<file path="src/rtl/profile_tolerance_grouper_defines.svh">
// ---------------------------------------------------------------------------
// Assertion macros for the profile tolerance grouper
// Both forms sample on clk and are disabled while rst_n is low.
// ---------------------------------------------------------------------------
`ifndef PROFILE_TOLERANCE_GROUPER_DEFINES_SVH
`define PROFILE_TOLERANCE_GROUPER_DEFINES_SVH

// Consequent must hold in the same cycle as the antecedent
`define PTG_ASSERT_NOW(lbl, ante, cons, msg) \
    lbl: assert property (@(posedge clk) disable iff (!rst_n) (ante) |-> (cons)) \
        else $error(msg);

// Consequent must hold in the cycle after the antecedent
`define PTG_ASSERT_NEXT(lbl, ante, cons, msg) \
    lbl: assert property (@(posedge clk) disable iff (!rst_n) (ante) |=> (cons)) \
        else $error(msg);

`endif

</file>
<file path="src/rtl/ptg_pkg.sv">
`timescale 1ns / 1ps
// ---------------------------------------------------------------------------
// ptg_pkg
// Shared widths, reset values and register indexes of the profile grouper.
// ---------------------------------------------------------------------------
package ptg_pkg;

    localparam int SAMPLE_W      = 16;
    localparam int TOL_W         = 15;
    localparam int CLI_W         = 6;
    localparam int GROUP_W       = 9;

    localparam int DEF_MAX_PROFILES = 256;
    localparam int DEF_MAX_SAMPLES  = 64;

    localparam logic [GROUP_W-1:0] GROUP_MAX   = 9'd511;
    localparam logic [TOL_W-1:0]   TOL_RESET   = 15'd8192;
    localparam logic [CLI_W-1:0]   CLI_RESET   = 6'd63;

    localparam int APB_DATA_W = 32;
    localparam int APB_ADDR_W = 3;

    // register index, taken from paddr[2]
    localparam logic REG_TOLERANCE = 1'b0;
    localparam logic REG_CMP_LAST  = 1'b1;

endpackage

</file>
<file path="src/rtl/ptg_cmp.sv">
`timescale 1ns / 1ps
// ---------------------------------------------------------------------------
// ptg_cmp
// Shared compare unit: flags a sample pair whose absolute difference
// reaches the tolerance.
// ---------------------------------------------------------------------------
module ptg_cmp
    import ptg_pkg::*;
(
    input  logic signed [SAMPLE_W-1:0] sample,
    input  logic signed [SAMPLE_W-1:0] stored_sample,
    input  logic        [TOL_W-1:0]    tol,
    output logic                       mism
);

    logic signed [SAMPLE_W:0]   diff;
    logic        [SAMPLE_W-1:0] mag;

    always_comb
    begin
        diff = {sample[SAMPLE_W-1], sample} - {stored_sample[SAMPLE_W-1], stored_sample};
        // magnitude never exceeds 2^SAMPLE_W - 1, so it fits SAMPLE_W bits
        if (diff[SAMPLE_W])
        begin
            mag = SAMPLE_W'(-diff);
        end
        else
        begin
            mag = diff[SAMPLE_W-1:0];
        end
        mism = (mag >= SAMPLE_W'(tol));
    end

endmodule

</file>
<file path="config.mk">
export PLATFORM = sky130hd
export DESIGN_NAME = ptg_cmp
export DESIGN_NICKNAME = d
export VERILOG_FILES = /design/src/rtl/profile_tolerance_grouper_defines.svh /design/src/rtl/ptg_pkg.sv /design/src/rtl/ptg_cmp.sv
export SDC_FILE = /design/constraint.sdc
export NUM_CORES = 1
export LEC_CHECK = 0
export ABC_CLOCK_PERIOD_IN_PS = 5240
export BUFFER_PORTS_ARGS = -buffer_cell sky130_fd_sc_hd__buf_2
export CAP_MARGIN = 20
export CORE_ASPECT_RATIO = 1.4
export CORE_MARGIN = 1
export CORE_UTILIZATION = 30
export DETAILED_ROUTE_END_ITERATION = 8
export SETUP_SLACK_MARGIN = 0.5
export SLEW_MARGIN = 20
export SYNTH_ARGS = -nofsm -noshare
export SYNTH_HDL_FRONTEND = slang
export SYNTH_SLANG_ARGS = --single-unit
</file>
<file path="constraint.sdc">
create_clock -name vclk -period 5.24
set_input_delay 0.262 -clock vclk [all_inputs]
set_output_delay 0.262 -clock vclk [all_outputs]
set_load 0.005 [all_outputs]
</file>
==> results of run 1 <==
==> per-layer routing <==
metal | GRT usage | wire length, µm
met5 | 0 | 0
met4 | 0 | 0
met3 | 0.00262 | 56
met2 | 0.249 | 1680
met1 | 0.145 | 1510
==> Yosys cell counts (all sizes together) (3+ instances only) <==
library cell  instances  area (µm²)
ha                   32         400
nand2                14        52.6
a31oi                 5        31.3
nor2b                 4        25.0
and2                  3        21.3
o31ai                 3        27.5
or2                   4        25.0
inv                  37         139
clkbuf                5        18.8
nand3                 9        45.0
nor2                 10        37.5
a21o                  3        23.8
xnor2                15         139
xor2                  7        61.3
o21ai                17        85.1
or3                   5        36.3
a21oi                15        75.1
nor3                  4        20.0
o2111ai               3        26.3
==> report_power, final <==
part	internal [mW]	leakage [nW]	switching [mW]
logic	0.138	0.968	0.155
registers	0	0	0
clock network	0	0	0
==> final timing paths <==
kind  startpoint  endpoint  slack (ns)  cells after the start
max    sample[0]      mism        0.99                     22
min      tol[14]      mism        0.98                      6
==> through the flow <==
step	cell area, µm²	power (mW)	worst slack, ns	hold slack, ns	instances
after detailed placement	1850	0.291	0.503	0.989	331
final	1860	0.293	0.992	0.976	331
after CTS	1850	0.292	0.640	0.990	331
after floorplan	1560	0.227	1.23	0.778	225
after global placement	1850	0.286	0.628	0.988	331
after global routing	1860	0.343	0.510	1.06	331
==> final cells by class <==
class | instances | area, µm² | area share
timing repair buffer | 48 | 240 | 0.129
tap | 64 | 80.1 | 0.0430
inverter | 37 | 139 | 0.0746
multi-input combinational | 182 | 1400 | 0.753
==> logic make-up (layout without fill, tap and decap cells) <==
kind of cell    Yosys count  count (layout)
compound gates           63              63
xor+xnor                 22              22
fa+ha+maj                33              33
buf+inv                  43              85
mux                       1               1
simple gates             63              63
==> layout by cell type, fill, tap and decap left out, types with 3 or more instances in the layout <==
cell                        instances
sky130_fd_sc_hd__or2_2              3
sky130_fd_sc_hd__inv_1             37
sky130_fd_sc_hd__nand2_1           14
sky130_fd_sc_hd__o2111ai_1          3
sky130_fd_sc_hd__a31oi_1            5
sky130_fd_sc_hd__ha_1              32
sky130_fd_sc_hd__a21oi_1           15
sky130_fd_sc_hd__buf_2             48
sky130_fd_sc_hd__o21ai_0           13
sky130_fd_sc_hd__or3_1              4
sky130_fd_sc_hd__xor2_1             7
sky130_fd_sc_hd__nor2b_1            4
sky130_fd_sc_hd__xnor2_1           14
sky130_fd_sc_hd__nand3_1            9
sky130_fd_sc_hd__nor2_1            10
sky130_fd_sc_hd__nor3_1             4
==> critical path: cells and delay by family <==
family                   cells  cell delay (ns)
AND/OR/NAND/NOR              4             0.51
adder cells (fa/ha/maj)      3             0.92
buffers and inverters        3             0.22
AO/OA/AOI/OAI               11             1.94
XOR/XNOR                     1             0.12
==> results_dict.tcl, run 1 <==
set metrics [dict create \
    ant_nets 0 \
    sequential_cell_area_um2 0 \
    total_power_density_per_cell_area_mw_per_mm2 157 \
    synth-compound-area-share 0.266 \
    max-slew-margin-rel 0.654 \
    maxClockFrequency_mhz 235 \
    synth_seq_area_share 0 \
    setup-violations-final 0 \
    critPathLaunchType "primary input" \
    fp.dieW_um 62.9 \
    n_sequential_cell 0 \
    critPathRequiredTime_ns 4.98 \
    ctsResizeCount 1 \
    num-clock-buffers 0 \
    area_growth_pct 19.6 \
    post-dp-hpwl_um 2900 \
    path_common_cell "sky130_fd_sc_hd__o21ai_0" \
    post_synth_xor_area_fraction 0.129 \
    min_period_ns 4.25 \
    critical_path_fanout_max 4 \
    dieArea_mm2 0.00548 \
    final_hold_viol_count 0 \
    synthesis.area_per_instance_um2 6.92 \
    setup_total_negative_slack_ns 0 \
    gp_congestion 0.786 \
    first_pass_iters 4 \
    utilization 0.379 \
    grt_use_total 0.122 \
    timing.hold.worst.class "primary input to primary output" \
    nFillCells 554 \
    floorplan.initialDensity 0.317 \
    critPathKind "primary input to primary output" \
    cp_slowest_stage_delay_ns 0.40 \
    first_global_vias 1513 \
    largest_family_of_logic_cells_by_synthesized_area "adder cells" \
    detailroute.via_count 1611 \
    wire_length_of_the_first_global_routing_pass_um 5830 \
    route.detailed.drc 0 \
    yosys.area_share.adder 0.270 \
    num_io_pins 48 \
    core_mm2 0.00492 \
    synth-warning-count 0 \
    grt_start_max_net_pins 13 \
    worst_slew_pin_slew_ns 0.511 \
    post_synth_and_or_nand_nor_area_fraction 0.220 \
    drt_first_iter_violations 17 \
    worst_path_max_delay_cell "sky130_fd_sc_hd__fa_1" \
    worst_ir_drop_vdd_mv 0.0410 \
    detail_route.wl_per_cell_um 9.80 \
    rsz0062_at_grt "false" \
    number_of_antenna_cells_inserted 0 \
    final_worst_path_period_share 0.811 \
    timing.critical_path.to_type "primary output" \
    cp_cell_sequence "buf_2 > inv_1 > ha_1 > fa_1 > nor2b_1 > o2111ai_1 > a211o_1 > and3b_1 > o21ai_2 > o21a_1 > nor2_1 > xnor2_1 > ha_1 > a21oi_1 > o21ai_0 > a21oi_1 > o21ai_0 > a31oi_1 > o21ai_0 > a31oi_1 > nand2_1 > buf_2" \
    rows 30 \
    timing.final.max_slew_violations 0 \
    nNetsFinal 349 \
    synth_mux_area_frac 0.00643 \
    detail_route.wirelength_um 3240 \
    grt_overflow 0 \
    power.leakage_nw 0.968 \
    cts.hold.buffers_added 0 \
    drt-vias-per-instance 4.87 \
    port_buffers 48 \
    post_cts_buffers 0 \
    yosys.cell_types.count 48 \
    fp.dieH_um 87.2 \
    status "complete, no violations" \
    post_route_cells_drive_above_1_share 0.228 \
    critPathArrivalTime_ns 3.99 \
    cap_viol_max_count 0 \
    mappedNetlistNets 305 \
    postSynthCellCount 225 \
    grt_antenna_before_repair 0 \
    synthesis.area_mm2 0.00156 \
]
Power figures use the tool's default switching activity.
==> run 2, diff against run 1 <==
--- a/config.mk
+++ b/config.mk
@@ -5,7 +5,7 @@
 export SDC_FILE = /design/constraint.sdc
 export NUM_CORES = 1
 export LEC_CHECK = 0
-export ABC_CLOCK_PERIOD_IN_PS = 5240
+export ABC_CLOCK_PERIOD_IN_PS = 4450
 export BUFFER_PORTS_ARGS = -buffer_cell sky130_fd_sc_hd__buf_2
 export CAP_MARGIN = 20
 export CORE_ASPECT_RATIO = 1.4
==> constraint.sdc (replaced) <==
create_clock -name vclk -period 4.45
set_input_delay 0.2225 -clock vclk [all_inputs]
set_output_delay 0.2225 -clock vclk [all_outputs]
set_load 0.005 [all_outputs]
==> results_dict.tcl, run 2 (same netlist as run 1, synthesis figures left out) <==
set metrics [dict create \
    grt_antenna_before_repair 0 \
    drt_first_iter_violations 25 \
    worst_slack_ns 0.583 \
    maxClockFrequency_mhz 259 \
    post_route_cells_drive_above_1_share 0.293 \
    worst_ir_drop_vdd_mv 0.0611 \
    route.detailed.drc 0 \
    dieArea_mm2 0.00548 \
    nFillCells 525 \
    detailroute.via_count 1679 \
    first_global_vias 1532 \
    sequential_cell_area_um2 0 \
    detail_route.wirelength_um 3330 \
    cp_cell_sequence "buf_6 > ha_4 > fa_2 > nor2b_4 > o2111ai_2 > a211o_1 > and3b_1 > o21ai_2 > buf_4 > o21a_1 > nor2_1 > xnor2_1 > ha_1 > a21oi_1 > o21ai_1 > a21oi_1 > o21ai_1 > a31oi_1 > o21ai_1 > a31oi_1 > nand2_1 > buf_2" \
    setup-violations-final 0 \
    critical_path_buf_inv_count 3 \
    critPathLaunchType "primary input" \
    number_of_antenna_cells_inserted 0 \
    fp.dieH_um 87.2 \
    grt_overflow 0 \
    drt-vias-per-instance 4.88 \
    worst_path_max_delay_cell "sky130_fd_sc_hd__fa_2" \
    critPathKind "primary input to primary output" \
    critPathArrivalTime_ns 3.64 \
    total_power_density_per_cell_area_mw_per_mm2 190 \
    place_worst_setup_slack_ns 0.166 \
    met3_wire_length_um 67 \
    num_io_pins 48 \
    worst_slew_pin_slew_ns 0.648 \
    grt_use_total 0.123 \
    core_mm2 0.00492 \
    highest_routed_layer "met3" \
    max-slew-margin-rel 0.565 \
    layout_commonest_cell "sky130_fd_sc_hd__buf_2" \
    grt_start_max_net_pins 13 \
    wire_length_of_the_first_global_routing_pass_um 5820 \
    ant_nets 0 \
    port_buffers 48 \
    final_worst_path_period_share 0.869 \
    critical_path_fanout_max 4 \
    nNetsFinal 362 \
    wl_met1_um 1500 \
    gp_congestion 0.814 \
    path_delay_family "compound AO/OA/AOI/OAI gates" \
    totalPowerFinal_uw 390 \
    area_of_the_multi_input_gates_mm2 0.00148 \
    cp_slowest_stage_delay_ns 0.36 \
    min_period_ns 3.87 \
    critPathRequiredTime_ns 4.23 \
    path_common_cell "sky130_fd_sc_hd__o21ai_1" \
    num-clock-buffers 0 \
    status "complete, no violations" \
    floorplan.initialDensity 0.317 \
    post-dp-hpwl_um 2930 \
    rows 30 \
    met2_wirelength_um 1760 \
    final_cell_mix "46 x sky130_fd_sc_hd__buf_2, 36 x sky130_fd_sc_hd__inv_1, 30 x sky130_fd_sc_hd__ha_1" \
    power.leakage_nw 1.05 \
    timing.critical_path.to_type "primary output" \
    setup_total_negative_slack_ns 0 \
    area_growth_pct 31.9 \
    final_hold_viol_count 0 \
    first_pass_iters 4 \
    cap_viol_max_count 0 \
    n_sequential_cell 0 \
    rsz0062_at_grt "true" \
    timing.hold.worst.class "primary input to primary output" \
    detail_route.wl_per_cell_um 9.67 \
    timing.final.max_slew_violations 0 \
    fp.dieW_um 62.9 \
]
## run 2: cell count changes in the layout (fill, tap and decap cells not counted), moves of 2 or more
| cell | change |
|---|---|
| sky130_fd_sc_hd__o21ai_1 | +4 |
| sky130_fd_sc_hd__ha_1 | -2 |
| sky130_fd_sc_hd__buf_4 | +13 |
| sky130_fd_sc_hd__buf_2 | -2 |
| sky130_fd_sc_hd__a2111oi_1 | -2 |
| sky130_fd_sc_hd__o21ai_0 | -3 |
| sky130_fd_sc_hd__a2111oi_2 | +2 |
## run 2: cell type report
cell class,instances,area share
timing repair buffer,61,0.172
tap,64,0.0390
multi-input combinational,182,0.720
inverter,37,0.0689
## run 2: through the flow
step	hold slack (ns)	cells	utilization	cell area [µm²]
floorplan	0.699	225	-	1560
global placement	0.909	334	0.380	1870
detailed placement	0.919	334	0.380	1870
CTS	0.920	336	0.391	1920
global route	0.990	344	0.418	2050
finish	0.914	344	0.418	2050
## run 2: path summary, 6_finish.rpt
kind / startpoint / slack (ns) / depth (start not counted) / endpoint
max: stored_sample[0] / 0.58 / 22 / mism
min: tol[14] / 0.91 / 6 / mism
## run 2: worst min-delay path, cell delays in order
cell	delay [ns]
sky130_fd_sc_hd__buf_2	0.09
sky130_fd_sc_hd__inv_1	0.05
sky130_fd_sc_hd__ha_1	0.14
sky130_fd_sc_hd__a31oi_1	0.04
sky130_fd_sc_hd__nand2_1	0.05
sky130_fd_sc_hd__buf_2	0.10
## run 2: repair_timing
action | 4_1_cts | 5_1_grt
hold buffers | 0 | 0
buffers inserted | 2 | 8
setup endpoints to repair | 1 | 1
gates resized for setup | 11 | 16
pin swaps | 7 | 20
endpoints found under the hold margin | 0 | 0
## run 2: routing by layer
metal	global-route usage	vias up
met1	0.145	748
met3	0.00262	0
li1	-	910
met2	0.248	21
met4	0.0106	0
met5	0	-
## run 2: power by group
| group | leakage (nW) | internal [mW] | total [mW] | switching, mW |
|---|---|---|---|---|
| clock network | 0 | 0 | 0 | 0 |
| logic | 1.05 | 0.191 | 0.390 | 0.199 |
| registers | 0 | 0 | 0 | 0 |
| total | 1.05 | 0.191 | 0.390 | 0.199 |
